## src/sv/knp_pkg.sv

```systemverilog
// ----------------------------------------------------------------------------
// knp_pkg: shared constants and types for the knapsack solver
// Sizes of the row store, the taken-bit store and the item store, payload
// structs of both channels, internal control structs and state encodings.
// ----------------------------------------------------------------------------
package knp_pkg;

    // Sizing
    localparam int MAX_ITEMS    = 32;
    localparam int MAX_CAPACITY = 1024;
    localparam int VALUE_BITS   = 16;

    // Fixed field widths of the ports
    localparam int WEIGHT_W  = 12;
    localparam int VALUE_W   = 16;
    localparam int CAP_W     = 10;
    localparam int INDEX_W   = 5;
    localparam int TOTAL_V_W = 21;
    localparam int TOTAL_W_W = 10;

    // Derived widths
    localparam int IDX_W      = (MAX_ITEMS > 1) ? $clog2(MAX_ITEMS) : 1;
    localparam int CNT_W      = $clog2(MAX_ITEMS + 1);
    localparam int COL_W      = $clog2(MAX_CAPACITY);
    localparam int ROW_W      = VALUE_BITS + IDX_W;
    localparam int CMP_W      = (COL_W > WEIGHT_W) ? COL_W : WEIGHT_W;
    localparam int BIT_ADDR_W = IDX_W + COL_W;

    typedef struct packed {
        logic [WEIGHT_W-1:0] item_weight;
        logic [VALUE_W-1:0]  item_value;
        logic                item_last;
    } t_item;

    typedef struct packed {
        logic [INDEX_W-1:0]   chosen_index;
        logic [WEIGHT_W-1:0]  chosen_weight;
        logic [VALUE_W-1:0]   chosen_value;
        logic [TOTAL_V_W-1:0] value_sum;
        logic [TOTAL_W_W-1:0] weight_sum;
        logic                 none_chosen;
        logic                 overflow;
        logic                 result_last;
    } t_result;

    typedef struct packed {
        logic [WEIGHT_W-1:0]   weight;
        logic [VALUE_BITS-1:0] value;
    } t_item_rec;

    typedef struct packed {
        logic                  sweep;
        logic                  clear;
        logic [WEIGHT_W-1:0]   weight;
        logic [VALUE_BITS-1:0] value;
        logic [IDX_W-1:0]      item;
    } t_sweep_req;

    typedef struct packed {
        logic                  we;
        logic [BIT_ADDR_W-1:0] addr;
        logic                  data;
    } t_bit_wr;

    typedef struct packed {
        logic             go;
        logic [CNT_W-1:0] count;
        logic [COL_W-1:0] cap;
        logic             ovf;
    } t_trace_cmd;

    typedef enum logic [1:0] {
        ST_CLEAR,
        ST_IDLE,
        ST_SWEEP,
        ST_TRACE
    } t_top_state;

    typedef enum logic [1:0] {
        SW_IDLE,
        SW_SWEEP,
        SW_DRAIN,
        SW_CLEAR
    } t_sweep_state;

    typedef enum logic [1:0] {
        TR_IDLE,
        TR_READ,
        TR_EVAL,
        TR_FLUSH
    } t_trace_state;

endpackage

```

## src/sv/knp_trace.sv

```systemverilog
// ----------------------------------------------------------------------------
// knp_trace: traceback over the taken bits
// Walks the stored items from last to first, reading then evaluating each,
// and emits one result per taken item through a one-deep hold so the final
// result can carry the last flag. Emits a single none-chosen result otherwise.
// ----------------------------------------------------------------------------
module knp_trace (
    input  logic                               i_clk,
    input  logic                               i_rst_n,
    input  knp_pkg::t_trace_cmd                i_cmd,
    output logic [knp_pkg::BIT_ADDR_W-1:0]     o_bit_raddr,
    input  logic                               i_bit_rdata,
    output logic [knp_pkg::IDX_W-1:0]          o_item_raddr,
    input  knp_pkg::t_item_rec                 i_item_rdata,
    output logic                               o_strobe,
    output knp_pkg::t_result                   o_result,
    output logic                               o_done
);

    knp_pkg::t_trace_state r_state, n_state;

    logic [knp_pkg::IDX_W-1:0]     r_n, n_n;
    logic [knp_pkg::COL_W-1:0]     r_w, n_w;
    logic [knp_pkg::TOTAL_V_W-1:0] r_tv, n_tv;
    logic [knp_pkg::TOTAL_W_W-1:0] r_tw, n_tw;
    logic                          r_ovf, n_ovf;
    logic                          r_pend_valid, n_pend_valid;
    knp_pkg::t_result              r_pend, n_pend;
    logic                          r_strobe, n_strobe;
    knp_pkg::t_result              r_out, n_out;

    assign o_bit_raddr  = {r_n, r_w};
    assign o_item_raddr = r_n;
    assign o_strobe     = r_strobe;
    assign o_result     = r_out;

    always_ff @(posedge i_clk) begin
        if (!i_rst_n) begin
            r_state      <= knp_pkg::TR_IDLE;
            r_pend_valid <= 1'b0;
            r_strobe     <= 1'b0;
        end else begin
            r_state      <= n_state;
            r_pend_valid <= n_pend_valid;
            r_strobe     <= n_strobe;
        end
    end

    always_ff @(posedge i_clk) begin
        r_n    <= n_n;
        r_w    <= n_w;
        r_tv   <= n_tv;
        r_tw   <= n_tw;
        r_ovf  <= n_ovf;
        r_pend <= n_pend;
        r_out  <= n_out;
    end

    always_comb begin
        n_state      = r_state;
        n_n          = r_n;
        n_w          = r_w;
        n_tv         = r_tv;
        n_tw         = r_tw;
        n_ovf        = r_ovf;
        n_pend_valid = r_pend_valid;
        n_pend       = r_pend;
        n_strobe     = 1'b0;
        n_out        = r_out;
        o_done       = 1'b0;
        case (r_state)
            knp_pkg::TR_IDLE: begin
                if (i_cmd.go) begin
                    n_w          = i_cmd.cap;
                    n_ovf        = i_cmd.ovf;
                    n_tv         = '0;
                    n_tw         = '0;
                    n_pend_valid = 1'b0;
                    n_n          = knp_pkg::IDX_W'(i_cmd.count - 1'b1);
                    n_state      = (i_cmd.count == '0) ? knp_pkg::TR_FLUSH : knp_pkg::TR_READ;
                end
            end
            knp_pkg::TR_READ: begin
                n_state = knp_pkg::TR_EVAL;
            end
            knp_pkg::TR_EVAL: begin
                if (i_bit_rdata) begin
                    // release the held result, hold the new one
                    if (r_pend_valid) begin
                        n_strobe = 1'b1;
                        n_out    = r_pend;
                    end
                    n_tv = r_tv + knp_pkg::TOTAL_V_W'(i_item_rdata.value);
                    n_tw = r_tw + knp_pkg::TOTAL_W_W'(i_item_rdata.weight);
                    if (knp_pkg::CMP_W'(i_item_rdata.weight) <= knp_pkg::CMP_W'(r_w)) begin
                        n_w = knp_pkg::COL_W'(knp_pkg::CMP_W'(r_w)
                                              - knp_pkg::CMP_W'(i_item_rdata.weight));
                    end else begin
                        n_w = '0;
                    end
                    n_pend_valid         = 1'b1;
                    n_pend.chosen_index  = knp_pkg::INDEX_W'(r_n);
                    n_pend.chosen_weight = i_item_rdata.weight;
                    n_pend.chosen_value  = knp_pkg::VALUE_W'(i_item_rdata.value);
                    n_pend.value_sum     = n_tv;
                    n_pend.weight_sum    = n_tw;
                    n_pend.none_chosen   = 1'b0;
                    n_pend.overflow      = r_ovf;
                    n_pend.result_last   = 1'b0;
                end
                if (r_n == '0) begin
                    n_state = knp_pkg::TR_FLUSH;
                end else begin
                    n_n     = r_n - 1'b1;
                    n_state = knp_pkg::TR_READ;
                end
            end
            knp_pkg::TR_FLUSH: begin
                n_strobe = 1'b1;
                if (r_pend_valid) begin
                    n_out             = r_pend;
                    n_out.result_last = 1'b1;
                end else begin
                    n_out             = '0;
                    n_out.none_chosen = 1'b1;
                    n_out.overflow    = r_ovf;
                    n_out.result_last = 1'b1;
                end
                n_pend_valid = 1'b0;
                o_done       = 1'b1;
                n_state      = knp_pkg::TR_IDLE;
            end
            default: begin
                n_state = knp_pkg::TR_IDLE;
            end
        endcase
    end

    a_done_gives_last: assert property (@(posedge i_clk) disable iff (!i_rst_n)
        o_done |=> (o_strobe && o_result.result_last))
        else $error("traceback finished without a final result");

    a_quiet_after_last: assert property (@(posedge i_clk) disable iff (!i_rst_n)
        (o_strobe && o_result.result_last) |=> !o_strobe)
        else $error("result emitted after the final result");

endmodule

```

## config.mk

```make
export PLATFORM = sky130hd
export DESIGN_NAME = knp_trace
export DESIGN_NICKNAME = d
export VERILOG_FILES = /design/src/sv/knp_pkg.sv /design/src/sv/knp_trace.sv
export SDC_FILE = /design/constraint.sdc
export NUM_CORES = 1
export LEC_CHECK = 0
export ABC_CLOCK_PERIOD_IN_PS = 5800
export BUFFER_PORTS_ARGS = -buffer_cell sky130_fd_sc_hd__buf_2
export CORE_MARGIN = 2
export CORE_UTILIZATION = 57
export DETAILED_ROUTE_END_ITERATION = 10
export PLACE_DENSITY = 0.8
export SYNTH_ARGS = -nofsm -noshare
export SYNTH_HDL_FRONTEND = slang
export SYNTH_SLANG_ARGS = --single-unit
```

## constraint.sdc

```tcl
create_clock -name i_clk -period 5.8 [get_ports i_clk]
set_clock_uncertainty 0.1 [all_clocks]
set_input_delay 1.16 -clock i_clk [delete_from_list [all_inputs] [get_ports i_clk]]
set_output_delay 1.16 -clock i_clk [all_outputs]
set_load 0.02 [all_outputs]
```

**Word-level counts from Yosys, hierarchy flattened**

Cells that the tools add are included.

- Word-level logic and storage cells: 75
- Input bits: 49
- Output and inout port bits: 89
- Flip-flop bits (word level): 183

- Magnitude comparators: 1
- Equal/unequal tests: 7
- Add/sub/neg operators: 5
- Reduce and logical (&&, ||, !) cells: 12
- Muxes and demuxes: 28

Operators by type and width:

| cell | number |
|---|---|
| $mux 67 | 3 |
| $pmux 67 s2 | 1 |
| $mux 10 | 5 |
| $mux 21 | 2 |
| $pmux 21 s2 | 1 |
| $pmux 10 s2 | 2 |
| $add 21x16->21 | 1 |
| $le 12x10->1 | 1 |
| $reduce_and 3->1 | 4 |
| $add 10x10->10 | 1 |
| $mux 5 | 2 |
| $pmux 5 s2 | 1 |
| $sub 10x10->10 | 1 |
| $sub 5x1->5 const B | 2 |
| $ne 2x2->1 const B | 4 |
| $pmux 2 s4 | 1 |
| $logic_not 6->1 | 1 |
| $mux 2 | 3 |
| $logic_not 5->1 | 1 |
| $mux 1 | 5 |
| $eq 2x2->1 const B | 2 |
| $reduce_and 2->1 | 2 |
| $reduce_bool 2->1 | 2 |
| $pmux 1 s3 | 1 |
| 4 further kinds | 4 |

**Longest topological paths before layout**

Gate-level depths: netlist of run 1.

- Depth after elaboration: 4
- Depth in mapped cells: 10
- Gate-level depth less buffers: 10

**Least setup slack after synthesis of run 1**

No wires, ideal clock.

- Path type: input-to-reg
- Start point: in i_bit_rdata
- End point: reg r_out, in the netlist o_result[0] (enable)
- Arrival time: 4.235 ns
- Setup time: 0.501 ns
- Slack: 0.964 ns
- Stages: 2
- Required time: 5.199 ns
- Path through: a21oi_1 nor2b_1

- Longest elaborated chain between the ends: 2

Ends and longest elaborated chain:

| item | RTL line | RTL |
|---|---|---|
| start, declared | knp_trace.sv:12 | `input logic i_bit_rdata,` |
| $ne 2x2->1 (no source line) | -- |  |
| $reduce_and 3->1 (no source line) | -- |  |
| end signal, assigned | knp_trace.sv:56 | `r_out <= n_out;` |
| end, declared | knp_trace.sv:30 | `knp_pkg::t_result r_out, n_out;` |

Every way passes these cells.
A chain may end at the register's enable or synchronous reset.

**Worst setup path in the final report of run 1**

- Start point: in i_item_rdata[0] (netlist name)
- End point: reg r_tv[12] (netlist name) (data pin)

- Longest elaborated chain between the ends: 3

Ends and longest elaborated chain:

| item | RTL line | RTL |
|---|---|---|
| start, declared | knp_trace.sv:14 | `input knp_pkg::t_item_rec i_item_rdata,` |
| $add 21x16->21 | knp_trace.sv:93 | `n_tv = r_tv + knp_pkg::TOTAL_V_W'(i_item_rdata.value);` |
| $mux 21 | knp_trace.sv:87 | `if (i_bit_rdata) begin` |
| $pmux 21 s2 | knp_trace.sv:71 | `case (r_state)` |
| end signal, assigned | knp_trace.sv:52 | `r_tv <= n_tv;` |
| end, declared | knp_trace.sv:24 | `logic [knp_pkg::TOTAL_V_W-1:0] r_tv, n_tv;` |

Every way passes these cells. The select of a mux whose other input is x is not followed.

==> metrics.cfg, run 1 <==
[outcome]
outcome = completed

[sta]
max_freq_mhz = 317
rsz0062_at_grt = no
hold_ws_ns = 0.371
timing.final.ws_setup_ns = 2.65
min_period_ns = 3.15
hold_violations = 0
tns_ns = 0
setup_viol = 0
fin_crit_sh_pct = 54.4
tightest_slew_ns = 1.14
drv_slew = 0
slew_headroom_pct = 23.7

[setup_path]
r2r_end = r_w[5]$_DFFE_PP_
cp-end-kind = flop
crit_family = compound AO/OA/AOI/OAI gates
r2r_start = r_state[1]$_SDFFE_PN0P_
path_cells = buf_2, ha_1, fa_1, a21oi_1, o211ai_1, o211ai_1, a21oi_1, o21ai_0, o311a_1
cp.buffers_inverters = 1
ff2ff_setup_slack_ns = 2.81
ff2ff_path_depth = 4
cp_max_fo = 3
setup.worst_path.start_class = input port
critPathSlowestCell = fa_1
crit_required_ns = 6.00
max_stage_delay_ns = 0.44
arrival_ns = 3.35
path_class = in -> reg

[worst_hold_path]
whs_path_depth = 0
hold_path.class = reg -> reg
worstHoldEndpoint = r_pend[1]$_DFFE_PP_
hp-start = r_ovf$_DFFE_PP_

[synth]
avgSynthCellArea_um2 = 13.4
synthCells = 643
syn_nets = 740
synthFlopType = edfxtp_1
synth-seq-cells = 183
yosysWarnings = 0
netlist_area_um2 = 8590
ys_async_sr_fraction_pct = 0
seq_area_frac_synth_pct = 63.5
synthDistinctLibCells = 59
synth-edff-count = 179

[global_route]
grt.total_usage_pct = 21.7
grt_max_degree = 67
grt_antenna_before_repair = 0
grt-ovfl-total = 0
grt_pass1_vias = 5400
grt_pass1_wl_mm = 26.8

[placed_design]
dp_hpwl_mm = 11.3
gp_congestion = 0.845
portBuffers = 137
place_inst = 944
dpl_worst_slack_ns = 2.21

[layout]
final_layout_size_suffix_gt1_share_pct = 23.6
final_cells = 975
regArea_um2 = 5460
fin_nets = 876
diodes = 0
layout_common_cells = edfxtp_1 (179), buf_2 (137), and2_1 (95)
syn_to_final_growth_pct = 17.3
final_common_cell = edfxtp_1
fillers = 1051
multi_input_area_um2 = 2930

[drt]
drtAntennaViolNets = 0
via_per_inst = 5.58
firstDrtPassIters = 5
drc_errors = 0
wl_mm = 16.9
drtIter0Drc = 404
vias = 5437
routedWlPerCell_um = 17.4

[floorplanning]
initial_utilization_pct = 58.7
fp.dieW_um = 127
core-area_um2 = 14600
fp.dieArea_um2 = 16100
fp-row-count = 44
dieHeight_um = 127
ios = 138

[clock_network]
worst_skew_pair.late_latency_ns = 0.42
cts.clk_slew.worst_paths_ns = 0.07
clockRootBuffer = clkbuf_16
cts_sinks = 183
hold_buffers = 0
cts-buffers-inserted = 17
cts_resized = 0
cts_tree = built
cts_setup_buffers = 0
htreeDepth = 4
clockBufferDepth = 2

[pwr]
clkPwrFrac_pct = 39.5
vdd_drop_max_mv = 0.233
power_density_nw_per_um2 = 319
combPwrFrac_pct = 12.6
p_int_w = 0.00244
p_leak_nw = 3.94
power.switching_w = 0.000770
seq_power_share_pct = 48.0
swShare_pct = 23.9

[job]
cap_violations = 0

[worst reg2reg max path, stage by stage, from the launching register on]
cell and delay (ns):
dfxtp_1 0.46, nor2b_2 0.22, and2_2 0.15, buf_4 0.68, or2_2 0.99
[through the flow]
stage | utilization, % | power (W) | area [µm²]
floorplan | - | 0.00186 | 8590
global placement | 64.4 | 0.00195 | 9430
detailed placement | 64.4 | 0.00197 | 9430
CTS | 68.8 | 0.00324 | 10100
global route | 68.8 | 0.00333 | 10100
finish | 68.8 | 0.00321 | 10100
[cell usage after synthesis (4+ instances only)]
| cell | instances | share of area (%) |
|---|---|---|
| nand4_1 | 6 | 0.44 |
| a21oi_1 | 30 | 1.7 |
| nand2_1 | 37 | 1.6 |
| xor2_1 | 11 | 1.1 |
| o211ai_1 | 5 | 0.44 |
| nor2_1 | 30 | 1.3 |
| o21ai_0 | 17 | 0.99 |
| nand3_1 | 9 | 0.52 |
| buf_4 | 6 | 0.52 |
| o21ai_1 | 4 | 0.23 |
| mux2i_1 | 7 | 0.82 |
| inv_1 | 28 | 1.2 |
| edfxtp_1 | 179 | 63 |
| nor3_1 | 9 | 0.52 |
| o31ai_1 | 6 | 0.52 |
| xnor2_1 | 22 | 2.2 |
| a21o_1 | 8 | 0.70 |
| a211oi_1 | 4 | 0.35 |
| clkbuf_1 | 13 | 0.57 |
| ha_1 | 45 | 6.6 |
| nor2b_1 | 5 | 0.36 |
| dfxtp_1 | 4 | 0.93 |
| nand2b_1 | 5 | 0.36 |
| and2_1 | 96 | 7.0 |
| o21a_1 | 4 | 0.35 |
| o31a_1 | 4 | 0.41 |
[power groups by stage]
stage | Clock, W | Sequential (W) | Combinational (W)
after global routing | 0.00134 | 0.00155 | 0.000445
after global placement | 0 | 0.00157 | 0.000385
after CTS | 0.00129 | 0.00154 | 0.000403
after floorplan | 0 | 0.00158 | 0.000275
final | 0.00127 | 0.00154 | 0.000404
after detailed placement | 0 | 0.00157 | 0.000396
[layout make-up]
class,count,area share (%)
flip-flops and latches,183,54.1
multi-input cells,409,29.1
repair buffers,140,7.03
clock buffers,18,4.26
well taps,184,2.28
clock inverters,13,2.17
inverters,28,1.04
[layer usage]
layer	wire length, µm	part of all wire, %	vias up	track usage (%)
li1	-	-	2609	-
met5	0	0	-	0
met3	819	4.8	35	4.34
met4	420	2.5	0	8.60
met1	7470	44	2612	28.8
met2	8220	49	181	35.5
[state kept, by name, summed over array words and instances, names as in the netlist, 2 cells and up]
name,count
o_item_raddr,5
r_tw,10
o_result,67
r_state,2
r_w,10
r_tv,21
r_pend,65
[worst max path at each step]
stage                           from                        end  slack, ns  cells past startpoint
floorplan                i_bit_rdata  o_result[0]$_SDFFCE_PN0P_       0.96                      2
global placement         i_bit_rdata      r_tv[4]$_SDFFCE_PN0P_       2.26                      4
detailed placement       i_bit_rdata      r_tv[5]$_SDFFCE_PN0P_       2.21                      4
CTS                 i_item_rdata[16]           r_w[8]$_DFFE_PP_       2.61                     10
global route         i_item_rdata[0]     r_tv[12]$_SDFFCE_PN0P_       2.37                      9
finish               i_item_rdata[0]     r_tv[12]$_SDFFCE_PN0P_       2.65                      9
[logic make-up (layout without fill, tap and decap cells)]
family                   count (synthesis)  count (layout)  share of synthesized area (%)
buffers and inverters                   51             199                           2.55
adder cells (fa/ha/maj)                 48              48                           7.25
multiplexers                             7               7                          0.816
AND/OR/NAND/NOR                        213             213                           13.8
AO/OA/AOI/OAI                          108             108                           8.75
XOR/XNOR                                33              33                           3.36
flip-flops                             183             183                           63.5
Power figures use the tool's default switching activity.
==> inputs of run 2 (changes only) <==
- ABC_CLOCK_PERIOD_IN_PS: 5800 -> 2950
- clock period: 5.8 -> 2.95 ns (I/O delays scaled with it)
==> metrics.cfg, run 2 (synthesis results as in run 1) <==
[drt]
drc_errors = 0  ; unchanged
wl_met3_um = 795  ; was 819 µm
via_per_inst = 5.55  ; was 5.58
routedWlPerCell_um = 17.4  ; about the same
drtIter0Drc = 401  ; was 404
wl_mm = 17.1  ; was 16.9 mm
wl_met1_mm = 7.66  ; was 7.47 mm
drtAntennaViolNets = 0  ; unchanged
firstDrtPassIters = 5  ; unchanged
highest_layer = met4  ; unchanged
wl_met2_mm = 8.43  ; was 8.22 mm
vias = 5475  ; was 5437

[sta]
rsz0062_at_grt = no  ; unchanged
hold_violations = 0  ; unchanged
fin_crit_sh_pct = 91.9
tightest_slew_ns = 1.05  ; was 1.14 ns
drv_slew = 0  ; unchanged
min_period_ns = 2.71
setup_viol = 0  ; unchanged
max_freq_mhz = 369
slew_headroom_pct = 29.9  ; was 23.7%
timing.final.ws_setup_ns = 0.238  ; was 2.65 ns

[clock_network]
worst_skew_pair.late_latency_ns = 0.43  ; was 0.42 ns
hold_buffers = 0  ; unchanged
cts_resized = 0  ; unchanged
cts_tree = built  ; unchanged
cts-buffers-inserted = 17  ; unchanged
htreeDepth = 4  ; unchanged
clockBufferDepth = 2  ; unchanged
cts.clk_slew.worst_paths_ns = 0.07  ; about the same
cts_sinks = 183  ; unchanged
cts_setup_buffers = 0  ; unchanged
clockRootBuffer = clkbuf_16  ; unchanged

[pwr]
vdd_drop_max_mv = 0.368  ; was 0.233 mV
power_density_nw_per_um2 = 607  ; was 319 nW/µm²
p_leak_nw = 3.98  ; was 3.94 nW
power_w = 0.00613  ; was 0.00321 W

[job]
cap_violations = 0  ; unchanged

[floorplanning]
ios = 138  ; unchanged
fp.dieArea_um2 = 16100  ; unchanged
core-area_um2 = 14600  ; unchanged
initial_utilization_pct = 58.7  ; unchanged
fp.dieW_um = 127  ; unchanged
dieHeight_um = 127  ; unchanged
fp-row-count = 44  ; unchanged

[global_route]
grt_pass1_vias = 5544  ; was 5400
grt_max_degree = 67  ; unchanged
grt.total_usage_pct = 22.0  ; was 21.7%
grt_antenna_before_repair = 0  ; unchanged
grt_pass1_wl_mm = 27.5  ; was 26.8 mm
grt-ovfl-total = 0  ; unchanged

[setup_path]
path_cells = ha_1, fa_1, a21oi_1, o211ai_1, o211ai_1, a21oi_1, o21ai_0, o311a_1  ; was buf_2, ha_1, fa_1, a21oi_1, o211ai_1, o211ai_1, a21oi_1, o21ai_0, o311a_1
max_stage_delay_ns = 0.43  ; was 0.44 ns
critPathSlowestCell = fa_1  ; unchanged
r2r_start = r_tv[0]$_SDFFCE_PN0P_  ; was r_state[1]$_SDFFE_PN0P_
crit_required_ns = 3.15  ; was 6.00 ns
cp-end-kind = flop  ; unchanged
setup.worst_path.start_class = flop  ; was input port
ff2ff_path_depth = 8  ; was 4
r2r_end = r_tv[12]$_SDFFCE_PN0P_  ; was r_w[5]$_DFFE_PP_
cp_max_fo = 3  ; unchanged
path_class = reg -> reg  ; was in -> reg
cp.buffers_inverters = 0  ; was 1
arrival_ns = 2.91  ; was 3.35 ns
crit_family = compound AO/OA/AOI/OAI gates  ; unchanged
ff2ff_setup_slack_ns = 0.24  ; was 2.81 ns

[worst_hold_path]
whs_path_depth = 1  ; was 0
hp-start = i_cmd[0]  ; was r_ovf$_DFFE_PP_
worstHoldEndpoint = r_ovf$_DFFE_PP_  ; was r_pend[1]$_DFFE_PP_
hold_path.class = in -> reg  ; was reg -> reg

[placed_design]
portBuffers = 137  ; unchanged
dp_hpwl_mm = 11.7  ; was 11.3 mm
place_inst = 954  ; was 944
gp_congestion = 0.834  ; was 0.845
dpl_worst_slack_ns = -0.0406  ; was 2.21 ns
placed_area_um2 = 9520  ; was 9430 µm²

[layout]
fin_nets = 886  ; was 876
fin_area_um2 = 10100  ; about the same
largest_register_ff_count = 67  ; unchanged
final_cells = 986  ; was 975
fillers = 1048  ; was 1051
diodes = 0  ; unchanged
final_layout_size_suffix_gt1_share_pct = 24.4  ; was 23.6%
layout_common_cells = edfxtp_1 (179), buf_2 (137), and2_1 (95)  ; unchanged
final_common_cell = edfxtp_1  ; unchanged
syn_to_final_growth_pct = 17.6  ; was 17.3%

[outcome]
outcome = completed  ; unchanged

## run 2: cell types whose count changed in the layout (fill, tap and decap cells not counted), sizes merged
| cell | delta |
|---|---|
| bufinv | -2 |
| clkinvlp | -2 |
| buf | +10 |
| clkinv | +6 |
| inv | -2 |
| clkbuf | +1 |
## run 2: cell type report
cell class,count,area (µm²),share of cell area (%)
flip-flops and latches,183,5460,54.0
inverters,28,105,1.04
clock buffers,19,433,4.28
repair buffers,150,796,7.88
clock inverters,13,154,1.52
multi-input cells,409,2930,29.0
well taps,184,230,2.28
## run 2: how the worst max path moves through the flow
stage / end / slack, ns / start / cells past startpoint
2_1_floorplan: r_tv[0]$_SDFFCE_PN0P_ / 0.29 / r_state[1]$_SDFFE_PN0P_ / 4
3_3_place_gp: r_tv[12]$_SDFFCE_PN0P_ / 0.02 / i_item_rdata[0] / 8
3_5_place_dp: r_tv[12]$_SDFFCE_PN0P_ / -0.04 / i_item_rdata[0] / 8
4_1_cts: r_tv[14]$_SDFFCE_PN0P_ / 0.25 / r_tv[0]$_SDFFCE_PN0P_ / 8
5_1_grt: r_w[8]$_DFFE_PP_ / 0.05 / r_w[0]$_DFFE_PP_ / 10
6_report: r_tv[12]$_SDFFCE_PN0P_ / 0.24 / r_tv[0]$_SDFFCE_PN0P_ / 8
## run 2: per-layer routing
metal | up-vias | global-route usage, %
met4 | 0 | 6.33
met2 | 151 | 36.9
met5 | - | 0
met1 | 2667 | 28.9
li1 | 2629 | -
met3 | 28 | 5.02
## run 2: power breakdown
part | leakage, nW | internal (W) | total, W | switching, W
Clock | 0.293 | 0.00133 | 0.00228 | 0.000946
Sequential | 1.69 | 0.00298 | 0.00303 | 0.0000501
Combinational | 2.00 | 0.000329 | 0.000823 | 0.000494
## run 2: metrics by stage
step | hold slack [ns] | TNS, ns | util (%)
2_1_floorplan | 0.326 | 0 | -
3_3_place_gp | 0.332 | 0 | 65.0
3_5_place_dp | 0.337 | -0.0779 | 65.0
4_1_cts | 0.220 | 0 | 69.0
5_1_grt | 0.216 | 0 | 69.0
6_report | 0.234 | 0 | 69.0
==> inputs of run 3 (changes only) <==
- PLACE_DENSITY: 0.8 -> default
- PLACE_DENSITY_LB_ADDON: default -> 0.08
==> metrics.cfg, run 3 (synthesis results as in run 1) <==
[clock_network]
hold_buffers = 0  ; unchanged
cts_setup_buffers = 0  ; unchanged
cts-buffers-inserted = 17  ; unchanged
cts_sinks = 183  ; unchanged
cts.clk_slew.worst_paths_ns = 0.07  ; about the same
htreeDepth = 4  ; unchanged
clockRootBuffer = clkbuf_16  ; unchanged
cts_resized = 0  ; unchanged
cts_tree = built  ; unchanged
worst_skew_pair.late_latency_ns = 0.43  ; about the same
clockBufferDepth = 2  ; unchanged

[setup_path]
r2r_end = r_w[6]$_DFFE_PP_  ; was r_tv[12]$_SDFFCE_PN0P_
ff2ff_setup_slack_ns = 0.23  ; was 0.24 ns
arrival_ns = 2.84  ; was 2.91 ns
path_cells = inv_1, ha_1, inv_1, fa_1, a21o_1, a21oi_2, buf_4, o21bai_1, a21oi_1, xor2_1, o31ai_1  ; was ha_1, fa_1, a21oi_1, o211ai_1, o211ai_1, a21oi_1, o21ai_0, o311a_1
cp_max_fo = 3  ; unchanged
path_class = reg -> reg  ; unchanged
crit_family = compound AO/OA/AOI/OAI gates  ; unchanged
r2r_start = r_w[0]$_DFFE_PP_  ; was r_tv[0]$_SDFFCE_PN0P_
setup.worst_path.start_class = flop  ; unchanged
critPathLaunch = r_w[0]$_DFFE_PP_  ; was r_tv[0]$_SDFFCE_PN0P_
cp-end-kind = flop  ; unchanged
max_stage_delay_ns = 0.43  ; about the same
ff2ff_path_depth = 11  ; was 8
crit_cells = 11  ; was 8
critPathSlowestCell = edfxtp_1  ; was fa_1
crit_required_ns = 3.07  ; was 3.15 ns
cp.buffers_inverters = 3  ; was 0
crit_top_cell = inv_1

[drt]
via_per_inst = 5.54  ; was 5.55
vias = 5431  ; was 5475
routedWlPerCell_um = 17.0  ; was 17.4 µm
drc_errors = 0  ; unchanged
drtAntennaViolNets = 0  ; unchanged
wl_mm = 16.7  ; was 17.1 mm
firstDrtPassIters = 4  ; was 5
drtIter0Drc = 302  ; was 401

[layout]
final_common_cell = edfxtp_1  ; unchanged
diodes = 0  ; unchanged
fillers = 1048  ; unchanged
final_layout_size_suffix_gt1_share_pct = 24.2  ; was 24.4%
layout_common_cells = edfxtp_1 (179), buf_2 (137), and2_1 (95)  ; unchanged
largest_register_ff_count = 67  ; unchanged
fin_nets = 881  ; was 886
syn_to_final_growth_pct = 17.4  ; was 17.6%

[floorplanning]
fp-row-count = 44  ; unchanged
fp.dieW_um = 127  ; unchanged
initial_utilization_pct = 58.7  ; unchanged
core-area_um2 = 14600  ; unchanged
dieHeight_um = 127  ; unchanged
fp.dieArea_um2 = 16100  ; unchanged
ios = 138  ; unchanged

[outcome]
outcome = completed  ; unchanged

[pwr]
swShare_pct = 25.0  ; was 24.3%
seq_power_share_pct = 49.7  ; was 49.5%
power_w = 0.00609  ; was 0.00613 W
combPwrFrac_pct = 13.2  ; was 13.4%
p_int_w = 0.00457  ; was 0.00464 W
power.switching_w = 0.00153  ; was 0.00149 W
clkPwrFrac_pct = 37.1  ; about the same
p_leak_nw = 3.94  ; was 3.98 nW
power_density_nw_per_um2 = 604  ; was 607 nW/µm²
vdd_drop_max_mv = 0.400  ; was 0.368 mV

[global_route]
grt_antenna_before_repair = 0  ; unchanged
grt_pass1_wl_mm = 26.6  ; was 27.5 mm
grt_pass1_vias = 5380  ; was 5544
grt.total_usage_pct = 21.5  ; was 22.0%
grt_max_degree = 67  ; unchanged
grt-ovfl-total = 0  ; unchanged

[sta]
setup_viol = 0  ; unchanged
slew_headroom_pct = 28.9  ; was 29.9%
drv_slew = 0  ; unchanged
min_period_ns = 2.72  ; was 2.71 ns
rsz0062_at_grt = no  ; unchanged
max_freq_mhz = 368  ; was 369 MHz
hold_violations = 0  ; unchanged
fin_crit_sh_pct = 92.2  ; was 91.9%
tightest_slew_ns = 1.07  ; was 1.05 ns
tns_ns = 0  ; unchanged

[worst_hold_path]
worstHoldEndpoint = r_ovf$_DFFE_PP_  ; unchanged
whs_path_depth = 1  ; unchanged
hp-start = i_cmd[0]  ; unchanged
hold_path.class = in -> reg  ; unchanged

[placed_design]
portBuffers = 137  ; unchanged
gp_congestion = 0.918  ; was 0.834
dp_hpwl_mm = 11.3  ; was 11.7 mm

[job]
cap_violations = 0  ; unchanged

run 3: cell count changes in the layout (fill, tap and decap cells not counted):
| cell | before | now |
|---|---|---|
| buf_12 | 1 | 2 |
| buf_4 | 12 | 6 |
| clkinvlp_4 | 0 | 5 |
| clkbuf_1 | 2 | 0 |
| clkinv_2 | 5 | 0 |
| inv_8 | 0 | 3 |
| bufinv_16 | 3 | 2 |
run 3: power by group through the flow:
stage	clock (W)	combinational (W)	sequential (W)
3_5_place_dp	0	0.000795	0.00308
2_1_floorplan	0	0.000542	0.00311
5_1_grt	0.00237	0.000891	0.00304
4_1_cts	0.00230	0.000807	0.00303
6_report	0.00226	0.000806	0.00303
3_3_place_gp	0	0.000770	0.00308
run 3: worst max path at each step:
stage / to / slack (ns)
floorplan: r_tv[0]$_SDFFCE_PN0P_ / 0.29
global placement: r_tv[12]$_SDFFCE_PN0P_ / 0.06
detailed placement: r_tv[12]$_SDFFCE_PN0P_ / -0.04
CTS: r_tv[12]$_SDFFCE_PN0P_ / 0.29
global route: r_tv[12]$_SDFFCE_PN0P_ / 0.002
finish: r_w[6]$_DFFE_PP_ / 0.23
run 3: layout make-up:
| cell class | instances | area, µm² | area share [%] |
|---|---|---|---|
| Tap cell | 184 | 230 | 2.28 |
| Clock inverter | 15 | 170 | 1.69 |
| Clock buffer | 17 | 425 | 4.22 |
| Timing Repair Buffer | 145 | 771 | 7.64 |
| Multi-Input combinational cell | 409 | 2930 | 29.0 |
| Sequential cell | 183 | 5460 | 54.1 |
| Inverter | 28 | 105 | 1.04 |
run 3: metrics by stage:
stage / instances / hold slack, ns / cell area (µm²) / setup WS [ns] / utilization, %
after detailed placement: 949 / 0.347 / 9490 / -0.0407 / 64.8
after global placement: 949 / 0.341 / 9490 / 0.0551 / 64.8
after CTS: 981 / 0.225 / 10100 / 0.289 / 68.9
after floorplan: 643 / 0.326 / 8600 / 0.285 / -
after global routing: 981 / 0.230 / 10100 / 0.00213 / 68.9
final: 981 / 0.244 / 10100 / 0.231 / 68.9
run 3: per-layer routing:
layer | GRT usage, % | up-vias | share of wire, %
li1 | - | 2638 | -
met1 | 27.5 | 2599 | 43
met2 | 36.2 | 163 | 50
met3 | 4.30 | 31 | 4.9
met4 | 8.92 | 0 | 2.0
met5 | 0 | - | 0
